[config.mk]
export PLATFORM = sky130hd
export DESIGN_NAME = utf8_stream_decoder_unit
export DESIGN_NICKNAME = d
export VERILOG_FILES = /design/src/rtl/u8d_pkg.sv /design/src/rtl/u8d_decode.sv /design/src/rtl/utf8_stream_decoder_unit.sv
export SDC_FILE = /design/constraint.sdc
export NUM_CORES = 1
export LEC_CHECK = 0
export BUFFER_PORTS_ARGS = -buffer_cell sky130_fd_sc_hd__clkbuf_2
export CAP_MARGIN = 20
export CORE_MARGIN = 1.5
export CORE_UTILIZATION = 45
export CTS_BUF_LIST = sky130_fd_sc_hd__clkbuf_4 sky130_fd_sc_hd__clkbuf_8 sky130_fd_sc_hd__clkbuf_16
export DETAILED_ROUTE_END_ITERATION = 10
export PLACE_DENSITY = 0.68
export SETUP_SLACK_MARGIN = 0.15
export SYNTH_ARGS = -nofsm -noshare
export SYNTH_HDL_FRONTEND = slang
export SYNTH_SLANG_ARGS = --single-unit
[constraint.sdc]
create_clock -name clk -period 3.2 [get_ports clk]
set_input_delay 0.16 -clock clk [delete_from_list [all_inputs] [get_ports clk]]
set_output_delay 0.16 -clock clk [all_outputs]
set_load 0.01 [all_outputs]
[src/rtl/u8d_pkg.sv]
// Package for the UTF-8 stream decoder: field widths, length codes,
// decoder state and result types, and the lead-byte length function.
// No dependencies.
package u8d_pkg;

    localparam int BYTE_W      = 8;
    localparam int CODE_W      = 31;
    localparam int LEN_W       = 3;
    localparam int IN_TDATA_W  = 8;
    localparam int RESULT_W    = CODE_W + LEN_W + 1;
    localparam int OUT_TDATA_W = ((RESULT_W + 7) / 8) * 8;
    localparam int OUT_PAD_W   = OUT_TDATA_W - RESULT_W;

    typedef logic [BYTE_W-1:0] byte_t;
    typedef logic [CODE_W-1:0] code_t;
    typedef logic [LEN_W-1:0]  len_t;

    // Sequence length codes; LEN_BAD marks a byte that cannot start a sequence
    localparam len_t LEN_BAD   = 3'd0;
    localparam len_t LEN_ONE   = 3'd1;
    localparam len_t LEN_TWO   = 3'd2;
    localparam len_t LEN_THREE = 3'd3;
    localparam len_t LEN_FOUR  = 3'd4;
    localparam len_t LEN_FIVE  = 3'd5;
    localparam len_t LEN_SIX   = 3'd6;

    typedef struct packed {
        code_t code_accum;
        len_t  bytes_left;
        len_t  cur_len;
    } dec_state_t;

    typedef struct packed {
        logic  bad_lead;
        len_t  seq_len;
        code_t code_point;
    } dec_result_t;

    // Sequence length from a lead byte: count of leading ones, 0x80..0xBF and 0xFE/0xFF are bad
    function automatic len_t lead_length(input byte_t b);
        len_t len;
        begin
            if (!b[7])
                len = LEN_ONE;
            else if (!b[6])
                len = LEN_BAD;
            else if (!b[5])
                len = LEN_TWO;
            else if (!b[4])
                len = LEN_THREE;
            else if (!b[3])
                len = LEN_FOUR;
            else if (!b[2])
                len = LEN_FIVE;
            else if (!b[1])
                len = LEN_SIX;
            else
                len = LEN_BAD;
            return len;
        end
    endfunction

endpackage

[src/rtl/u8d_decode.sv]
// Single-byte decode step of the UTF-8 stream decoder: next state and
// optional result from the current state and one byte. Depends on u8d_pkg.
module u8d_decode (
    input  u8d_pkg::byte_t       in_byte,
    input  u8d_pkg::dec_state_t  state,
    output u8d_pkg::dec_state_t  state_next,
    output u8d_pkg::dec_result_t result,
    output logic                 has_result
);
    import u8d_pkg::*;

    len_t  lead_len;
    len_t  left_dec;
    code_t lead_top;
    code_t payload;
    code_t accum_or;

    assign lead_len = lead_length(in_byte);
    assign left_dec = state.bytes_left - 3'd1;
    assign accum_or = state.code_accum | payload;

    // Place the lead byte's payload bits above the continuation groups
    always_comb
    begin
        case (lead_len)
            LEN_TWO:   lead_top = code_t'({in_byte[4:0], 6'd0});
            LEN_THREE: lead_top = code_t'({in_byte[3:0], 12'd0});
            LEN_FOUR:  lead_top = code_t'({in_byte[2:0], 18'd0});
            LEN_FIVE:  lead_top = code_t'({in_byte[1:0], 24'd0});
            LEN_SIX:   lead_top = code_t'({in_byte[0], 30'd0});
            default:   lead_top = '0;
        endcase
    end

    // Continuation payload: six bits at the group that remains after this byte
    always_comb
    begin
        case (left_dec)
            3'd1:    payload = code_t'({in_byte[5:0], 6'd0});
            3'd2:    payload = code_t'({in_byte[5:0], 12'd0});
            3'd3:    payload = code_t'({in_byte[5:0], 18'd0});
            3'd4:    payload = code_t'({in_byte[5:0], 24'd0});
            default: payload = code_t'(in_byte[5:0]);
        endcase
    end

    always_comb
    begin
        state_next = state;
        result     = '0;
        has_result = 1'b0;
        if (state.bytes_left == '0)
        begin
            if (lead_len == LEN_BAD)
            begin
                // Bad lead: report and keep looking for a lead
                result.bad_lead = 1'b1;
                has_result      = 1'b1;
            end
            else if (lead_len == LEN_ONE)
            begin
                result.code_point = code_t'(in_byte[6:0]);
                result.seq_len    = LEN_ONE;
                has_result        = 1'b1;
            end
            else
            begin
                state_next.code_accum = lead_top;
                state_next.bytes_left = lead_len - 3'd1;
                state_next.cur_len    = lead_len;
            end
        end
        else if (left_dec == '0)
        begin
            result.code_point = accum_or;
            result.seq_len    = state.cur_len;
            has_result        = 1'b1;
            state_next        = '0;
        end
        else
        begin
            state_next.code_accum = accum_or;
            state_next.bytes_left = left_dec;
        end
    end

endmodule

[src/rtl/utf8_stream_decoder_unit.sv]
// Top level of the UTF-8 stream decoder: input register, decode step and
// result register with stream handshakes. Depends on u8d_pkg, u8d_decode.
//
// Decodes a UTF-8 byte stream in the original scheme of one to six bytes per
// character. Each slave request carries one byte; a master request is sent
// for every completed character (code point and its length) and for every
// byte that cannot start a sequence (bad_lead set, code point and length
// zero). Continuation bytes are not checked for their 10xxxxxx tag, and
// overlong forms pass as assembled. The block takes one byte per clock
// cycle when the master side is ready. An accepted byte sits in the
// input register and passes through the decode step into the result
// register, from which its result, if any, is offered. The rate is set
// by the decode step, which updates the running accumulator, length and
// byte count together. Back-pressure on the master side stalls the input
// register and then the slave side.
module utf8_stream_decoder_unit (
    input  logic                               clk,
    input  logic                               rst_n,
    input  logic                               s_axis_tvalid,
    output logic                               s_axis_tready,
    input  logic [u8d_pkg::IN_TDATA_W-1:0]     s_axis_tdata,  // [7:0] in_byte
    output logic                               m_axis_tvalid,
    input  logic                               m_axis_tready,
    output logic [u8d_pkg::OUT_TDATA_W-1:0]    m_axis_tdata   // [30:0] code_point,
                                                              // [33:31] seq_len,
                                                              // [34] bad_lead, rest zero
);
    import u8d_pkg::*;

    // Input register
    logic        in_valid_reg;
    logic        in_valid_next;
    byte_t       in_byte_reg;

    // Decoder state
    dec_state_t  state_reg;
    dec_state_t  state_next;

    // Result register
    logic        out_valid_reg;
    logic        out_valid_next;
    dec_result_t out_reg;

    dec_result_t result;
    logic        has_result;
    logic        in_accept;
    logic        fire;

    // Advance the held byte whenever the result register is free or draining
    assign fire          = in_valid_reg && (!out_valid_reg || m_axis_tready);
    assign s_axis_tready = !in_valid_reg || fire;
    assign in_accept     = s_axis_tvalid && s_axis_tready;

    u8d_decode u_decode (
        .in_byte    (in_byte_reg),
        .state      (state_reg),
        .state_next (state_next),
        .result     (result),
        .has_result (has_result)
    );

    always_comb
    begin
        in_valid_next = in_valid_reg;
        if (in_accept)
            in_valid_next = 1'b1;
        else if (fire)
            in_valid_next = 1'b0;
    end

    always_comb
    begin
        out_valid_next = out_valid_reg;
        if (fire)
            out_valid_next = has_result;
        else if (m_axis_tready)
            out_valid_next = 1'b0;
    end

    always_ff @(posedge clk or negedge rst_n)
    begin
        if (!rst_n)
        begin
            in_valid_reg  <= 1'b0;
            out_valid_reg <= 1'b0;
            state_reg     <= '0;
        end
        else
        begin
            in_valid_reg  <= in_valid_next;
            out_valid_reg <= out_valid_next;
            if (fire)
                state_reg <= state_next;
        end
    end

    // Payload registers: byte loads on acceptance, result on a fire with a result; hold otherwise
    always_ff @(posedge clk)
    begin
        if (in_accept)
            in_byte_reg <= s_axis_tdata[BYTE_W-1:0];
        if (fire && has_result)
            out_reg <= result;
    end

    assign m_axis_tvalid = out_valid_reg;
    assign m_axis_tdata  = {{OUT_PAD_W{1'b0}}, out_reg};

endmodule

==> results.py, run 1 <==
metrics = {
    "final_layout": {
        "num-fill-cells": 678,
        "nets": 374,
        "seqCellArea_um2": 2267,
        "drive_above_1_share_pct": 22.69,
        "final_cell_count_no_fill": 459,
        "final_area_um2": 4323,
        "antennaDiodeCount": 0,
        "multi_input_area_um2": 1237,
        "largest_reg_flops": 37,
        "fin_util_pct": 55.65,
        "syn2layout_area_growth_pct": 18.57,
    },
    "yosys": {
        "seq_area_frac_synth_pct": 62.18,
        "synth.area.top_cells": "edfxtp_1 35%, dfrtp_1 27%, a32o_1 5.2%, a21oi_1 4.0%, nor2_1 3.8%",
        "synth_xor_xnor_area_share_pct": 0.4804,
        "mappedNetlistArea_um2": 3646,
        "ys_warn_count": 0,
        "synth_cells": 299,
        "yosys.area.top_type": "edfxtp_1",
        "avgSynthCellArea_um2": 12.19,
        "ys_types": 42,
        "synth-compound-area-share_pct": 18.57,
        "async_flop_share_pct": 47.56,
        "synthTopCellsByCount": "43 x edfxtp_1, 39 x dfrtp_1, 37 x nor2_1",
        "synth_top_area_share_pct": 35.42,
        "synthMuxAreaShare_pct": 0,
        "ys_ff_latch": 82,
        "synth_edf_count": 43,
        "synth_top_family_by_area": "compound AO/OA/AOI/OAI gates",
        "synthAdderAreaFrac_pct": 3.432,
        "synthSimpleGateAreaFrac_pct": 10.54,
        "ys.flop_type": "edfxtp_1",
        "yosysMostFrequentCell": "edfxtp_1",
    },
    "die": {
        "die_y_um": 93.01,
        "initial_core_util_pct": 46.94,
        "core_region_area_um2": 7767,
        "die-area_um2": 8651,
        "fp-row-count": 32,
        "pin_count": 54,
        "die_x_um": 93.01,
    },
    "detailed_routing": {
        "vias": 2537,
        "wl_per_cell_um": 16.39,
        "antenna_left": 0,
        "wirelength_um": 7523,
        "drcViolationCount": 0,
        "viasPerCell": 5.527,
        "firstDrtPassIters": 4,
        "first_iter_violations": 179,
    },
    "timing": {
        "worst_pin_slew_ns": 0.8188,
        "setup_viol": 0,
        "fmax_ghz": 0.3719,
        "finalHoldWorstSlack_ns": 0.01790,
        "maxSlewHeadroom_pct": 45.21,
        "setup_slack_ns": 0.5110,
        "finalClockSkew_ns": 0.007024,
        "hold_violations": 0,
        "slew_viol_final": 0,
        "setup_tns_ns": 0,
        "grt_setup_unrepaired": "false",
        "period_share_pct": 84.03,
        "fin_crit_ns": 2.689,
    },
    "global_routing": {
        "grt_remaining_overflow": 0,
        "grt_first_pass_wirelength_um": 12300,
        "grt_max_degree": 40,
        "antenna_found_initial": 0,
        "grt_pass1_vias": 2454,
        "grt_usage_pct": 18.78,
    },
    "placed_design": {
        "place_area_um2": 3963,
        "dp_slack_ns": 0.2854,
        "gp_congestion": 0.8892,
        "portBuffers": 48,
        "hpwlAfterDp_um": 5035,
        "dp.cells": 432,
    },
    "critical_path": {
        "crit_top_cell": "buf_4",
        "cp_top_family": "compound AO/OA/AOI/OAI gates",
        "slowest_delay_ns": 0.45,
        "path_class": "flop to flop",
        "required_ns": 3.44,
        "cp_cell_sequence": "buf_4 > nand3b_1 > a31oi_1 > inv_1 > ha_1 > o221ai_2 > buf_4 > nand3_1 > buf_4 > a22o_1",
        "cp-end-kind": "flop",
        "crit_path_start_kind": "flop",
        "worst_ep_arrival_time_ns": 2.93,
        "worst-path-buf-inv": 4,
        "crit_path_top_delay_cell": "edfxtp_1",
        "crit_fanout": 24,
    },
    "clock_network": {
        "clk_path_buf_depth": 2,
        "cts_setup_buffers": 0,
        "root_buffer": "clkbuf_8",
        "path_clk_slew_ns": 0.08,
        "clock-sinks": 82,
        "cts_buffers": 9,
        "clock_latency_ns": 0.35,
        "cts_tree": "built",
        "cts.htree.levels": 3,
    },
    "pwr": {
        "leakagePower_nw": 1.801,
        "power.share.clock_pct": 21.9,
        "power.internal_mw": 2.457,
        "p_sw_mw": 1.330,
        "vdd_drop_max_mv": 0.4137,
        "p_comb_share_pct": 35.9,
        "power_mw": 3.787,
        "p_seq_share_pct": 42.2,
        "p_sw_share_pct": 35.12,
        "power.density_nw_per_um2": 876.1,
    },
    "run_status": {
        "outcome": "finished, final reports clean",
    },
    "min_path": {
        "hold_class": "input port to flop",
    },
    "run": {
        "max-cap-violations": 0,
    },
}
cells in the final DEF, fill, tap and decap left out, drive strengths merged, types with 2 or more instances in the layout:
cell type    instances
a41oi               10
nor2                37
inv                  6
o2bb2ai              2
dfrtp               39
dlygate4sd3          9
a21oi               29
conb                 5
nor3                 3
bufinv               2
a22o                12
a32o                19
and3                 4
a21o                 3
ha                  10
o21a                 2
nand3                2
nor2b                4
buf                 11
edfxtp              43
o21ai                4
nand2b               3
clkinv               3
and2                10
clkbuf              59
nand2               11
power groups by stage:
stage                     combinational, mW  clock, mW  sequential (mW)
after detailed placement               1.32          0             1.62
after global placement                 1.30          0             1.61
final                                  1.36      0.828             1.60
after CTS                              1.33      0.843             1.60
after global routing                   1.50      0.891             1.63
after floorplan                       0.964          0             1.62
routing by layer:
metal | part of all wire [%] | GRT usage, % | routed length (um)
met1 | 43 | 25.77 | 3243
met2 | 47 | 28.10 | 3569
met4 | 2.4 | 9.217 | 182
met3 | 7.0 | 4.309 | 528
met5 | 0 | 0 | 0
cells by family (layout without fill, tap and decap cells):
| kind of cell | Yosys count | after routing |
|---|---|---|
| AOI/OAI and AO/OA | 89 | 89 |
| xor gates and xnor gates | 2 | 2 |
| adders and majority gates | 10 | 10 |
| buffers and inverters | 36 | 90 |
| DFF | 82 | 82 |
| other | 1 | 5 |
| and+or+nand+nor | 79 | 79 |
what timing repair did:
| action | CTS | global route |
|---|---|---|
| hold endpoints to repair | 47 | 0 |
| resized for setup | 0 | 0 |
| endpoints found under the setup margin | 0 | 0 |
| hold buffers | 9 | 0 |
final timing paths:
kind,from,to,slack [ns],depth (start not counted)
max,in_byte_reg[3],state_reg[6],0.51,10
min,s_axis_tvalid,in_valid_reg,0.02,2
max reg2reg,in_byte_reg[3],state_reg[6],0.51,10
min reg2reg,state_reg[2],state_reg[2],0.49,1
max in group asynchronous,rst_n,state_reg[0],2.50,3
min in group asynchronous,rst_n,state_reg[35],0.23,2
final cells by class:
type | instances | area share [%]
clock inverter | 5 | 1.794
inverter | 6 | 0.5210
multi-input combinational | 185 | 28.63
timing repair buffer | 68 | 10.30
tap | 102 | 2.952
clock buffer | 11 | 3.357
sequential | 82 | 52.45
worst reg2reg max path, stage by stage (launching register included):
cell	delay [ns]
edfxtp_1	0.45
buf_4	0.20
nand3b_1	0.08
a31oi_1	0.33
inv_1	0.14
ha_1	0.25
o221ai_2	0.28
buf_4	0.25
nand3_1	0.09
buf_4	0.25
a22o_1	0.26
Power figures use the tool's default switching activity.
==> inputs of run 2 (changes only) <==
==> constraint.sdc (replaced) <==
create_clock -name clk -period 2.2 [get_ports clk]
set_input_delay 0.11 -clock clk [delete_from_list [all_inputs] [get_ports clk]]
set_output_delay 0.11 -clock clk [all_outputs]
set_load 0.01 [all_outputs]
==> results.py, run 2 (synthesized netlist as in run 1, its figures left out) <==
metrics = {
    "detailed_routing": {
        "antenna_left": 0,
        "first_iter_violations": 230,
        "wl_per_cell_um": 17.17,
        "drcViolationCount": 0,
        "wirelength_um": 8414,
        "viasPerCell": 5.610,
        "firstDrtPassIters": 4,
        "vias": 2749,
    },
    "pwr": {
        "power.density_nw_per_um2": 1291,
        "leakagePower_nw": 2.037,
        "p_comb_share_pct": 42.3,
        "p_seq_share_pct": 37.4,
        "power.share.clock_pct": 20.3,
        "power.internal_mw": 4.104,
        "vdd_drop_max_mv": 0.6117,
        "power_mw": 6.275,
        "p_sw_share_pct": 34.60,
        "p_sw_mw": 2.171,
    },
    "final_layout": {
        "final_cell_mix": "48 x clkbuf_2, 43 x edfxtp_1, 39 x dfrtp_1",
        "nets": 405,
        "syn2layout_area_growth_pct": 33.36,
        "multi_input_area_um2": 1380,
        "num-fill-cells": 613,
        "drive_above_1_share_pct": 34.02,
        "antennaDiodeCount": 0,
        "largest_reg_flops": 37,
        "seqCellArea_um2": 2267,
        "final_common_cell": "clkbuf_2",
    },
    "die": {
        "fp-row-count": 32,
        "die_x_um": 93.01,
        "initial_core_util_pct": 46.94,
        "pin_count": 54,
        "core_region_area_um2": 7767,
        "die-area_um2": 8651,
        "die_y_um": 93.01,
    },
    "timing": {
        "hold_violations": 0,
        "finalClockSkew_ns": 0.006252,
        "grt_setup_unrepaired": "true",
        "setup_viol": 0,
        "slew_viol_final": 0,
        "setup_tns_ns": 0,
        "finalHoldWorstSlack_ns": 0.06257,
        "fin_crit_ns": 2.122,
        "period_share_pct": 96.47,
        "fmax_ghz": 0.4712,
    },
    "run": {
        "max-cap-violations": 0,
    },
    "critical_path": {
        "ff2ff_path_depth": 10,
        "cp_cell_sequence": "nor2b_2 > nor2_2 > a21oi_4 > inv_2 > ha_4 > o221ai_4 > buf_12 > a21oi_4 > buf_6 > clkbuf_16",
        "critPathLaunch": "in_byte_reg[3]",
        "r2r-end": "m_axis_tdata[13]",
        "slowest_delay_ns": 0.43,
        "r2r_slack_ns": 0.08,
        "crit_fanout": 8,
        "worst_ep_arrival_time_ns": 2.20,
        "rr_startpoint": "in_byte_reg[3]",
        "cp-end-kind": "flop",
        "crit_top_cell": "a21oi_4",
        "required_ns": 2.28,
        "worstSetupEndpoint": "m_axis_tdata[13]",
        "path_class": "flop to flop",
        "crit_path_start_kind": "flop",
        "crit_path_top_delay_cell": "edfxtp_1",
    },
    "global_routing": {
        "grt_pass1_vias": 2644,
        "grt_max_degree": 40,
        "grt_remaining_overflow": 0,
        "antenna_found_initial": 0,
        "grt_first_pass_wirelength_um": 12910,
        "grt_usage_pct": 20.06,
    },
    "clock_network": {
        "root_buffer": "clkbuf_8",
        "cts_tree": "built",
        "cts.htree.levels": 3,
        "clk_path_buf_depth": 2,
        "path_clk_slew_ns": 0.08,
        "clock-sinks": 82,
        "clock_latency_ns": 0.35,
        "cts_buffers": 9,
    },
    "min_path": {
        "hold_class": "input port to flop",
        "worstHoldPathCells": 3,
    },
    "placed_design": {
        "hpwlAfterDp_um": 5178,
        "portBuffers": 48,
        "gp_congestion": 0.9419,
    },
    "run_status": {
        "outcome": "finished, final reports clean",
    },
}
## run 2: layer usage
metal | GRT usage, % | share of wire (%)
met5 | 0 | 0
met2 | 32.12 | 50
met3 | 3.333 | 5.8
met1 | 26.13 | 42
met4 | 10.73 | 1.6
## run 2: layout make-up
type	count	share of cell area, %
multi-input combinational	185	28.38
tap	102	2.625
timing repair buffer	99	16.93
inverter	6	0.4632
sequential	82	46.63
clock buffer	13	3.551
clock inverter	3	1.415
## run 2: worst max-delay path: cells and delay by family, from the launching register on
kind            cells  cell delay, ns
simple gates        2            0.30
compound gates      3            0.38
fa+ha+maj           1            0.17
buf+inv             4            0.55
flops               1            0.43
## run 2: worst min path at each step
stage / start / endpoint / slack (ns)
floorplan: rst_n / in_valid_reg / -0.19
global placement: s_axis_tdata[5] / in_byte_reg[5] / 0.29
detailed placement: s_axis_tdata[1] / in_byte_reg[1] / 0.29
CTS: m_axis_tready / m_axis_tvalid / 0.05
global route: m_axis_tready / m_axis_tvalid / 0.09
finish: m_axis_tready / m_axis_tvalid / 0.06
## run 2: power by group through the flow
stage | clock network, mW | logic [mW] | registers, mW
floorplan | 0 | 1.44 | 2.36
global placement | 0 | 2.12 | 2.35
detailed placement | 0 | 2.16 | 2.36
CTS | 1.30 | 2.31 | 2.33
global route | 1.37 | 2.87 | 2.40
finish | 1.27 | 2.66 | 2.35
## run 2: through the flow
stage	utilization, %	setup WS, ns	instances	area, um^2
after floorplan	-	-0.06398	303	3712
after global placement	53.53	0.08601	444	4158
after global routing	62.60	0.02435	490	4862
final	62.60	0.07775	490	4862
after CTS	59.42	0.1103	479	4616
after detailed placement	53.53	0.07614	444	4158
## run 2: timing repair
action | CTS | global route
hold buffers | 10 | 0
gates cloned | 1 | 3
gates resized for setup | 7 | 20
setup endpoints to repair | 61 | 84
pin swaps | 0 | 10
endpoints found under the hold margin | 48 | 0
setup buffers | 8 | 7
==> inputs of run 3 (changes only) <==
--- a/config.mk
+++ b/config.mk
@@ -9,7 +9,7 @@
 export CAP_MARGIN = 20
 export CORE_MARGIN = 1.5
 export CORE_UTILIZATION = 45
-export CTS_BUF_LIST = sky130_fd_sc_hd__clkbuf_4 sky130_fd_sc_hd__clkbuf_8 sky130_fd_sc_hd__clkbuf_16
+export CTS_BUF_LIST = sky130_fd_sc_hd__clkbuf_4
 export DETAILED_ROUTE_END_ITERATION = 10
 export PLACE_DENSITY = 0.68
 export SETUP_SLACK_MARGIN = 0.15
==> results.py, run 3 (synthesized netlist as in run 1, its figures left out) <==
metrics = {
    "critical_path": {
        "crit_top_cell": "buf_12",
        "slowest_delay_ns": 0.45,
        "path_class": "flop to flop",
        "rr_startpoint": "state_reg[4]",
        "cp_num_cells": 8,
        "crit_path_start_kind": "flop",
        "required_ns": 2.36,
        "cp_top_family": "buffers and inverters",
        "cp_cell_sequence": "inv_1 > ha_4 > nor2b_4 > o221ai_4 > buf_12 > a21oi_4 > buf_6 > buf_12",
        "critPathLaunch": "state_reg[4]",
        "crit_path_top_delay_cell": "dfrtp_1",
        "worst-path-buf-inv": 4,
        "crit_fanout": 9,
        "cp-end-kind": "flop",
        "worst_ep_arrival_time_ns": 2.21,
        "r2r_slack_ns": 0.15,
        "ff2ff_path_depth": 8,
    },
    "clock_network": {
        "cts.htree.levels": 3,
        "cts_buffers": 9,
        "clock-sinks": 82,
        "clk_path_buf_depth": 2,
        "cts_tree": "built",
        "path_clk_slew_ns": 0.12,
        "root_buffer": "clkbuf_4",
        "clock_latency_ns": 0.43,
    },
    "final_layout": {
        "final_cell_mix": "48 x clkbuf_2, 43 x edfxtp_1, 39 x dfrtp_1",
        "nets": 404,
        "final_common_cell": "clkbuf_2",
        "antennaDiodeCount": 0,
        "num-fill-cells": 625,
        "fin_util_pct": 61.05,
        "syn2layout_area_growth_pct": 30.06,
        "drive_above_1_share_pct": 31.78,
        "largest_reg_flops": 37,
    },
    "global_routing": {
        "grt_usage_pct": 20.00,
        "grt_remaining_overflow": 0,
        "grt_max_degree": 40,
        "grt_first_pass_wirelength_um": 12850,
        "grt_pass1_vias": 2653,
        "antenna_found_initial": 0,
    },
    "placed_design": {
        "gp_congestion": 0.9419,
        "portBuffers": 48,
        "hpwlAfterDp_um": 5178,
        "dp_slack_ns": 0.07614,
    },
    "timing": {
        "setup_viol": 0,
        "setup_slack_ns": 0.1457,
        "setup_tns_ns": 0,
        "slew_viol_final": 0,
        "fin_crit_ns": 2.054,
        "fmax_ghz": 0.4868,
        "period_share_pct": 93.38,
        "hold_violations": 0,
        "finalClockSkew_ns": 0.01154,
        "grt_setup_unrepaired": "true",
    },
    "pwr": {
        "vdd_drop_max_mv": 0.5490,
        "power_mw": 5.867,
        "power.density_nw_per_um2": 1237,
        "leakagePower_nw": 1.978,
    },
    "detailed_routing": {
        "wl_per_cell_um": 16.65,
        "vias": 2721,
        "antenna_left": 0,
        "viasPerCell": 5.564,
        "wirelength_um": 8140,
        "firstDrtPassIters": 4,
        "drcViolationCount": 0,
        "first_iter_violations": 150,
    },
    "die": {
        "die-area_um2": 8651,
        "initial_core_util_pct": 46.94,
        "pin_count": 54,
        "die_x_um": 93.01,
        "die_y_um": 93.01,
        "core_region_area_um2": 7767,
        "fp-row-count": 32,
    },
    "run_status": {
        "outcome": "finished, final reports clean",
    },
    "run": {
        "max-cap-violations": 0,
    },
    "min_path": {
        "hold_class": "input port to flop",
        "hp-start": "s_axis_tdata[0]",
        "worstHoldPathCells": 2,
    },
}
==> run 3: cell count changes in the layout (fill, tap and decap cells not counted), sizes merged <==
| cell | delta |
|---|---|
| clkbuf | -5 |
| clkinv | +3 |
| dlygate4sd3 | +3 |
| buf | -2 |
==> run 3: power breakdown <==
group | internal [mW] | leakage, nW | switching, mW | total [mW]
logic | 1.19 | 0.986 | 1.36 | 2.56
clock network | 0.467 | 0.0835 | 0.501 | 0.969
registers | 2.10 | 0.909 | 0.243 | 2.34
total | 3.76 | 1.98 | 2.11 | 5.87
==> run 3: cell type report <==
cell class / count / area, um^2 / area share, %
Clock buffer: 10 / 75.07 / 1.583
Clock inverter: 6 / 80.08 / 1.689
Inverter: 6 / 22.52 / 0.4749
Multi-Input combinational cell: 185 / 1378 / 29.05
Sequential cell: 82 / 2267 / 47.81
Tap cell: 102 / 127.6 / 2.691
Timing Repair Buffer: 98 / 792.0 / 16.70
==> run 3: routing by layer <==
layer | GRT usage [%] | share of wire, %
met5 | 0 | 0
met4 | 10.73 | 3.0
met3 | 4.472 | 6.9
met2 | 32.73 | 49
met1 | 24.68 | 41
==> run 3: final timing paths <==
kind                               endpoint
max                        m_axis_tdata[10]
min                          in_byte_reg[0]
max reg2reg                m_axis_tdata[10]
min reg2reg                    state_reg[2]
max in group asynchronous      state_reg[6]
min in group asynchronous     state_reg[29]
==> run 3: stage by stage <==
step | cells | instance area, um^2 | hold slack [ns]
6_report | 489 | 4742 | 0.3911
5_1_grt | 489 | 4742 | 0.3720
4_1_cts | 482 | 4561 | 0.3628
3_5_place_dp | 444 | 4158 | 0.2886
3_3_place_gp | 444 | 4158 | 0.2871
2_1_floorplan | 303 | 3712 | -0.1856
==> run 3: what timing repair did <==
action / CTS / global route
hold endpoints to repair: 49 / 2
gates resized for setup: 7 / 19
setup buffers: 9 / 4
hold buffers: 12 / 1
endpoints found under the setup margin: 63 / 86
pin swaps: 2 / 17
gates cloned: 1 / 1
